File: src/rtl/edr_pkg.sv
// ----------------------------------------------------------------------------
// edr_pkg: shared types and constants of the dead-reckoning integrator
// CORDIC constants, arctan table, controller command and state types
// ----------------------------------------------------------------------------
package edr_pkg;

  localparam int unsigned CordicSteps = 16;
  localparam int unsigned StepW       = $clog2(CordicSteps + 1);
  localparam logic signed [33:0] CordicGain = 34'sh026DD3B6A;

  // sequencer phases
  typedef enum logic [3:0] {
    ST_IDLE,
    ST_CORDIC_INIT,
    ST_CORDIC_RUN,
    ST_CORDIC_DONE,
    ST_MAT,
    ST_ROW,
    ST_ACC,
    ST_OUT
  } state_e;

  // multiply-accumulate micro-op index within the matrix phase
  localparam int unsigned MatOps = 13;
  localparam int unsigned MatW   = 4;

  typedef struct packed {
    logic           load;      // capture input beat
    logic           c_init;    // start cordic for angle c_sel
    logic [1:0]     c_sel;
    logic           c_iter;    // one cordic iteration
    logic           c_store;   // store cos/sin of angle c_sel
    logic           mat_op;    // one matrix product micro-op
    logic [MatW-1:0] mat_idx;
    logic           row_op;    // one row velocity product
    logic [3:0]     row_idx;   // row*3 + column
    logic           acc_op;    // accumulate axis acc_idx
    logic [1:0]     acc_idx;
    logic           out_load;
  } cmd_t;

  function automatic logic signed [33:0] atan_lut(input logic [4:0] i);
    logic signed [33:0] r;
    case (i)
      5'd0:  r = 34'sh020000000; 5'd1:  r = 34'sh012E4051E;
      5'd2:  r = 34'sh009FB385B; 5'd3:  r = 34'sh0051111D4;
      5'd4:  r = 34'sh0028B0D43; 5'd5:  r = 34'sh00145D7E1;
      5'd6:  r = 34'sh000A2F61E; 5'd7:  r = 34'sh000517C55;
      5'd8:  r = 34'sh00028BE53; 5'd9:  r = 34'sh000145F2F;
      5'd10: r = 34'sh0000A2F98; 5'd11: r = 34'sh0000517CC;
      5'd12: r = 34'sh000028BE6; 5'd13: r = 34'sh0000145F3;
      5'd14: r = 34'sh00000A2FA; 5'd15: r = 34'sh00000517D;
      5'd16: r = 34'sh0000028BE; 5'd17: r = 34'sh00000145F;
      5'd18: r = 34'sh000000A30; 5'd19: r = 34'sh000000518;
      5'd20: r = 34'sh00000028C; 5'd21: r = 34'sh000000146;
      5'd22: r = 34'sh0000000A3; 5'd23: r = 34'sh000000051;
      default: r = '0;
    endcase
    return r;
  endfunction

endpackage

File: src/rtl/edr_ctrl.sv
// ----------------------------------------------------------------------------
// edr_ctrl: sequencer of the dead-reckoning integrator
// Steps three cordic runs, the matrix products, row sums and accumulation
// ----------------------------------------------------------------------------
module edr_ctrl (
  input  logic           clk_i,
  input  logic           rst_ni,
  input  logic           in_valid_i,
  output logic           in_ready_o,
  input  logic           out_busy_i,
  output edr_pkg::cmd_t  cmd_o
);
  import edr_pkg::*;

  state_e            state_q, state_d;
  logic [StepW-1:0]  cnt_q, cnt_d;
  logic [1:0]        ang_q, ang_d;

  always_ff @(posedge clk_i or negedge rst_ni) begin
    if (!rst_ni) begin
      state_q <= ST_IDLE;
      cnt_q   <= '0;
      ang_q   <= '0;
    end else begin
      state_q <= state_d;
      cnt_q   <= cnt_d;
      ang_q   <= ang_d;
    end
  end

  // next state
  always_comb begin
    state_d = state_q;
    cnt_d   = cnt_q;
    ang_d   = ang_q;
    case (state_q)
      ST_IDLE: begin
        if (in_valid_i) begin
          state_d = ST_CORDIC_INIT;
          ang_d   = 2'd0;
        end
      end
      ST_CORDIC_INIT: begin
        state_d = ST_CORDIC_RUN;
        cnt_d   = '0;
      end
      ST_CORDIC_RUN: begin
        cnt_d = cnt_q + StepW'(1);
        if (cnt_q == StepW'(CordicSteps - 1)) state_d = ST_CORDIC_DONE;
      end
      ST_CORDIC_DONE: begin
        if (ang_q == 2'd2) begin
          state_d = ST_MAT;
          cnt_d   = '0;
        end else begin
          ang_d   = ang_q + 2'd1;
          state_d = ST_CORDIC_INIT;
        end
      end
      ST_MAT: begin
        cnt_d = cnt_q + StepW'(1);
        if (cnt_q == StepW'(MatOps - 1)) begin
          state_d = ST_ROW;
          cnt_d   = '0;
        end
      end
      ST_ROW: begin
        cnt_d = cnt_q + StepW'(1);
        if (cnt_q == StepW'(8)) begin
          state_d = ST_ACC;
          cnt_d   = '0;
        end
      end
      ST_ACC: begin
        cnt_d = cnt_q + StepW'(1);
        if (cnt_q == StepW'(2)) state_d = ST_OUT;
      end
      ST_OUT: begin
        if (!out_busy_i) state_d = ST_IDLE;
      end
      default: state_d = ST_IDLE;
    endcase
  end

  // outputs
  always_comb begin
    cmd_o      = '0;
    in_ready_o = 1'b0;
    case (state_q)
      ST_IDLE: begin
        in_ready_o = 1'b1;
        cmd_o.load = in_valid_i;
      end
      ST_CORDIC_INIT: begin
        cmd_o.c_init = 1'b1;
        cmd_o.c_sel  = ang_q;
      end
      ST_CORDIC_RUN:  cmd_o.c_iter = 1'b1;
      ST_CORDIC_DONE: begin
        cmd_o.c_store = 1'b1;
        cmd_o.c_sel   = ang_q;
      end
      ST_MAT: begin
        cmd_o.mat_op  = 1'b1;
        cmd_o.mat_idx = cnt_q[MatW-1:0];
      end
      ST_ROW: begin
        cmd_o.row_op  = 1'b1;
        cmd_o.row_idx = cnt_q[3:0];
      end
      ST_ACC: begin
        cmd_o.acc_op  = 1'b1;
        cmd_o.acc_idx = cnt_q[1:0];
      end
      ST_OUT: cmd_o.out_load = !out_busy_i;
      default: ;
    endcase
  end

endmodule

File: config.mk
export PLATFORM = sky130hd
export DESIGN_NAME = edr_ctrl
export DESIGN_NICKNAME = d
export VERILOG_FILES = /design/src/rtl/edr_pkg.sv /design/src/rtl/edr_ctrl.sv
export SDC_FILE = /design/constraint.sdc
export NUM_CORES = 1
export LEC_CHECK = 0
export ABC_AREA = 0
export BUFFER_PORTS_ARGS = -buffer_cell sky130_fd_sc_hd__buf_2
export CORE_ASPECT_RATIO = 1.1
export CORE_MARGIN = 2
export CORE_UTILIZATION = 45
export DETAILED_ROUTE_END_ITERATION = 8
export PLACE_DENSITY = 0.79
export SLEW_MARGIN = 10
export SYNTH_ARGS = -nofsm -noshare
export SYNTH_HDL_FRONTEND = slang
export SYNTH_SLANG_ARGS = --single-unit
File: constraint.sdc
create_clock -name clk_i -period 1.5 [get_ports clk_i]
set_input_delay 0.3 -clock clk_i [delete_from_list [all_inputs] [get_ports clk_i]]
set_output_delay 0.3 -clock clk_i [all_outputs]
set_load 0.1 [all_outputs]
==> flow_metrics.tcl, run 1 <==
set metrics [dict create \
    hpwl_um 2180 \
    cts_buffer_depth 2 \
    numCtsBuffers 3 \
    h-tree-depth 1 \
    ys_seq_area_share_pct 29.7 \
    io_buffers 24 \
    yosys_warnings 0 \
    synth_edf_count 0 \
    syn-num-nets 112 \
    postGrtWorstEndpoint "cmd_o[17]" \
    outcome "did not finish" \
    cts-root-buf "clkbuf_4" \
    syn_area_per_cell_um2 8.18 \
    initial_core_util_pct 47.3 \
    synth-seq-cells 10 \
    grt_max_degree 13 \
    synth_cell_types 39 \
    rows 16 \
    ios 25 \
    syn_area_um2 842 \
    synth-main-ff-cell "dfrtp_1" \
    worst-ep-kind "top-level output" \
    globalplace.congestion 0.894 \
    die_h_um 49.4 \
    stop_stage "global routing" \
    async_reset_ff_share_pct 100 \
    error "[ERROR DPL-0038] Utilization greater than 100%, impossible to legalize" \
    die_w_um 45.2 \
    syn_inst 103 \
    cts_num_sinks 10 \
]
-- cell families after synthesis --
| group | after synthesis | share of synthesized area, % |
|---|---|---|
| mux | 2 | 2.53 |
| buf+inv | 14 | 8.77 |
| compound gates | 20 | 16.5 |
| simple gates | 52 | 35.1 |
| flops | 10 | 29.7 |
| fa+ha+maj | 5 | 7.43 |
-- Yosys cell counts (2+ instances only) --
library cell | count | area, um^2
a21oi_1 | 4 | 20.0
and2_1 | 5 | 31.3
and3_1 | 6 | 37.5
buf_2 | 2 | 10.0
buf_6 | 2 | 22.5
dfrtp_1 | 10 | 250
ha_1 | 5 | 62.6
inv_1 | 6 | 22.5
inv_2 | 2 | 7.51
nand2_1 | 11 | 41.3
nand3_1 | 2 | 10.0
nand4bb_1 | 2 | 22.5
nor2_1 | 8 | 30.0
nor2b_1 | 4 | 25.0
nor3_1 | 3 | 15.0
nor3b_1 | 3 | 22.5
o21ai_1 | 6 | 30.0
-- stage by stage --
step | util, % | instance area, um^2 | TNS (ns) | cells | worst slack (ns)
global placement | 86.4 | 1540 | 0 | 160 | 0.0282
detailed placement | 86.4 | 1540 | -0.0960 | 160 | -0.0460
CTS | 96.6 | 1720 | -3.16 | 173 | -0.200
floorplan | - | 983 | -3.13 | 103 | -0.280
-- what timing repair did --
action | CTS
hold buffers | 1
setup buffers | 9
gates cloned | 0
pin swaps | 11
endpoints found under the hold margin | 10
endpoints found under the setup margin | 22
resized for setup | 17
==> run 2: changes to the inputs <==
--- a/config.mk
+++ b/config.mk
@@ -7,11 +7,10 @@
 export LEC_CHECK = 0
 export ABC_AREA = 0
 export BUFFER_PORTS_ARGS = -buffer_cell sky130_fd_sc_hd__buf_2
-export CORE_ASPECT_RATIO = 1.1
-export CORE_MARGIN = 2
-export CORE_UTILIZATION = 45
+export CORE_AREA = 2 2 63 65
 export DETAILED_ROUTE_END_ITERATION = 8
-export PLACE_DENSITY = 0.79
+export DIE_AREA = 0 0 65 67
+export PLACE_DENSITY_LB_ADDON = 0.15
 export SLEW_MARGIN = 10
 export SYNTH_ARGS = -nofsm -noshare
 export SYNTH_HDL_FRONTEND = slang
==> constraint.sdc (replaced) <==
create_clock -name clk_i -period 2 [get_ports clk_i]
set_input_delay 0.4 -clock clk_i [delete_from_list [all_inputs] [get_ports clk_i]]
set_output_delay 0.4 -clock clk_i [all_outputs]
set_load 0.1 [all_outputs]
==> run 2 against run 1 <==
  * The flow now finishes without violations
  * Synthesized cell count did not move
  * Synthesized area is the same
==> flow_metrics.tcl, run 2 <==
set metrics [dict create \
    h-tree-depth 1 \
    globalplace.congestion 0.708 \
    dr.pass1.iters 4 \
    place_ws_ns 0.276 \
    routed_via_density 4.67 \
    numCtsBuffers 3 \
    wl_met2_um 956 \
    worstPathCellList "nand2_2, nor3b_4, buf_12" \
    num_vias 812 \
    finalHoldViolCount 0 \
    end_kind "output pin" \
    async_reset_ff_share_pct 100 \
    syn-num-nets 112 \
    syn_inst 103 \
    die_h_um 67 \
    crit_required_ns 1.60 \
    fillers 361 \
    overflow 0 \
    largest_register_ffs 5 \
    clkTransAtPathRegs_ns 0.05 \
    cp_max_fo 12 \
    crit_buf_inv 1 \
    io_buffers 24 \
    period_share_pct 95.4 \
    rsz0062_at_grt "yes" \
    finClkSkew_ns 0.00686 \
    wl_met1_um 1030 \
    final_nets 137 \
    worst_pin_slew_ns 0.392 \
    grt_pass1_wl_um 3680 \
    hpwl_um 1640 \
    synth_edf_count 0 \
    grt_pass1_vias 782 \
    wl_per_cell_um 12.4 \
    finalSetupViolations 0 \
    synth-seq-cells 10 \
    highest_layer "met4" \
    top_regs "cnt_q x5, state_q x3, ang_q x2" \
    min_path_type "primary input to async pin" \
    drtAntennaViolNets 0 \
    final_common_cell "buf_12" \
    core_um2 3610 \
    fmax_mhz 524 \
    synth_most_common_cell "nand2_1" \
    drcViolationCount 0 \
    mostFrequentLayoutCells "buf_12, nand2_1, dfrtp_1, inv_1, o21ai_1" \
    cts-root-buf "clkbuf_8" \
    tns_ns 0 \
    synth_top_area_share_pct 29.7 \
    drt_wl_total_um 2160 \
    yosysTopAreaCell "dfrtp_1" \
    area_growth_pct 66.9 \
    clkLatencyLatePin_ns 0.24 \
    syn_area_per_cell_um2 8.18 \
    synth_area_leaders "dfrtp_1, ha_1, nand2_1" \
    synth.top_cells.by_count "nand2_1, dfrtp_1, nor2_1" \
    maxCapViolations 0 \
    cts_setup_buffers 0 \
    drtIter0Drc 16 \
    cpMaxStageDelayCell "dfrtp_1" \
    initial_core_util_pct 23.4 \
    dr_wl_met3_um 107 \
    ys_seq_area_share_pct 29.7 \
    crit_type "flop to output pin" \
    largest-register "cnt_q" \
    insertedDiodeCount 0 \
    rows 22 \
    ios 25 \
    die_w_um 65 \
    antenna_found_initial 0 \
    cp-start-kind "flop" \
    cts_tree "yes" \
    dieArea_um2 4360 \
    relSlewSlack_pct 73.9 \
    worstPathArrival_ns 1.51 \
    grt_usage_pct 11.2 \
    utilization_pct 39.0 \
    cp_slowest_stage_delay_ns 0.57 \
    setup_slack_ns 0.0928 \
    grt_max_degree 13 \
    outcome "finished, final reports clean" \
    synth-main-ff-cell "dfrtp_1" \
    yosys_warnings 0 \
    drv_slew 0 \
    cts_buffer_depth 2 \
    cts_num_sinks 10 \
    critPathTopFamily "flip-flops" \
    layout-drive-gt1-share_pct 42.9 \
    min_period_ns 1.91 \
    syn_area_um2 842 \
    synth_cell_types 39 \
]
run 2: cell counts after synthesis:
No cell type changed its count.
run 2: cell families (layout without fill, tap and decap cells):
group	Yosys count	count (layout)	synth area share, %
AOI/OAI and AO/OA	20	20	16.5
DFF	10	10	29.7
adders and majority gates	5	5	7.43
muxes	2	2	2.53
buffers and inverters	14	37	8.77
and+or+nand+nor	52	52	35.1
run 2: repair_timing:
action | 4_1_cts | 5_1_grt
hold buffers | 0 | 0
setup endpoints to repair | 0 | 6
gates resized for setup | 0 | 2
run 2: metal layers:
| layer | vias up | track usage, % |
|---|---|---|
| li1 | 403 | - |
| met1 | 381 | 14.3 |
| met2 | 23 | 16.6 |
| met3 | 5 | 2.20 |
| met4 | 0 | 7.98 |
| met5 | - | 0 |
run 2: final timing paths:
kind                                         from                     end  slack, ns  depth (start not counted)
min in group clk_i                     out_busy_i  state_q[2]$_DFFE_PN0P_       0.49                          3
setup reg to reg             cnt_q[0]$_DFFE_PN0P_  state_q[0]$_DFFE_PN0P_       0.42                          7
setup / recovery           state_q[0]$_DFFE_PN0P_                cmd_o[0]       0.09                          3
hold reg to reg              ang_q[0]$_DFFE_PN0P_    ang_q[0]$_DFFE_PN0P_       0.49                          1
max in group asynchronous                  rst_ni  state_q[2]$_DFFE_PN0P_       1.76                          1
hold / removal                             rst_ni    ang_q[1]$_DFFE_PN0P_       0.02                          1
run 2: cell type report:
cell class / instances / area, um^2 / share of cell area, %
multi-input combinational: 79 / 571 / 40.6
timing repair buffer: 26 / 450 / 32.1
sequential: 10 / 253 / 18.0
tap: 48 / 60.1 / 4.27
clock buffer: 3 / 41.3 / 2.94
inverter: 8 / 30.0 / 2.14
run 2: worst reg2reg max path: stages (launching register included):
cell	delay, ns
dfrtp_1	0.45
ha_1	0.26
and3_1	0.19
ha_1	0.17
mux2i_1	0.13
nor2_1	0.06
a31oi_1	0.14
a21oi_1	0.08
run 2: per-stage QoR:
step                      hold slack, ns  std cells  cell area [um^2]
after floorplan                    0.104        103               895
after global placement             0.282        171              1360
after detailed placement           0.281        171              1360
final                             0.0175        174              1410
after CTS                         0.0214        174              1400
after global routing              0.0285        174              1410
Power of run 2 is left out: the tool's default activity adds up to more than one toggle a clock period on the data nets, which glitch-free logic cannot reach.
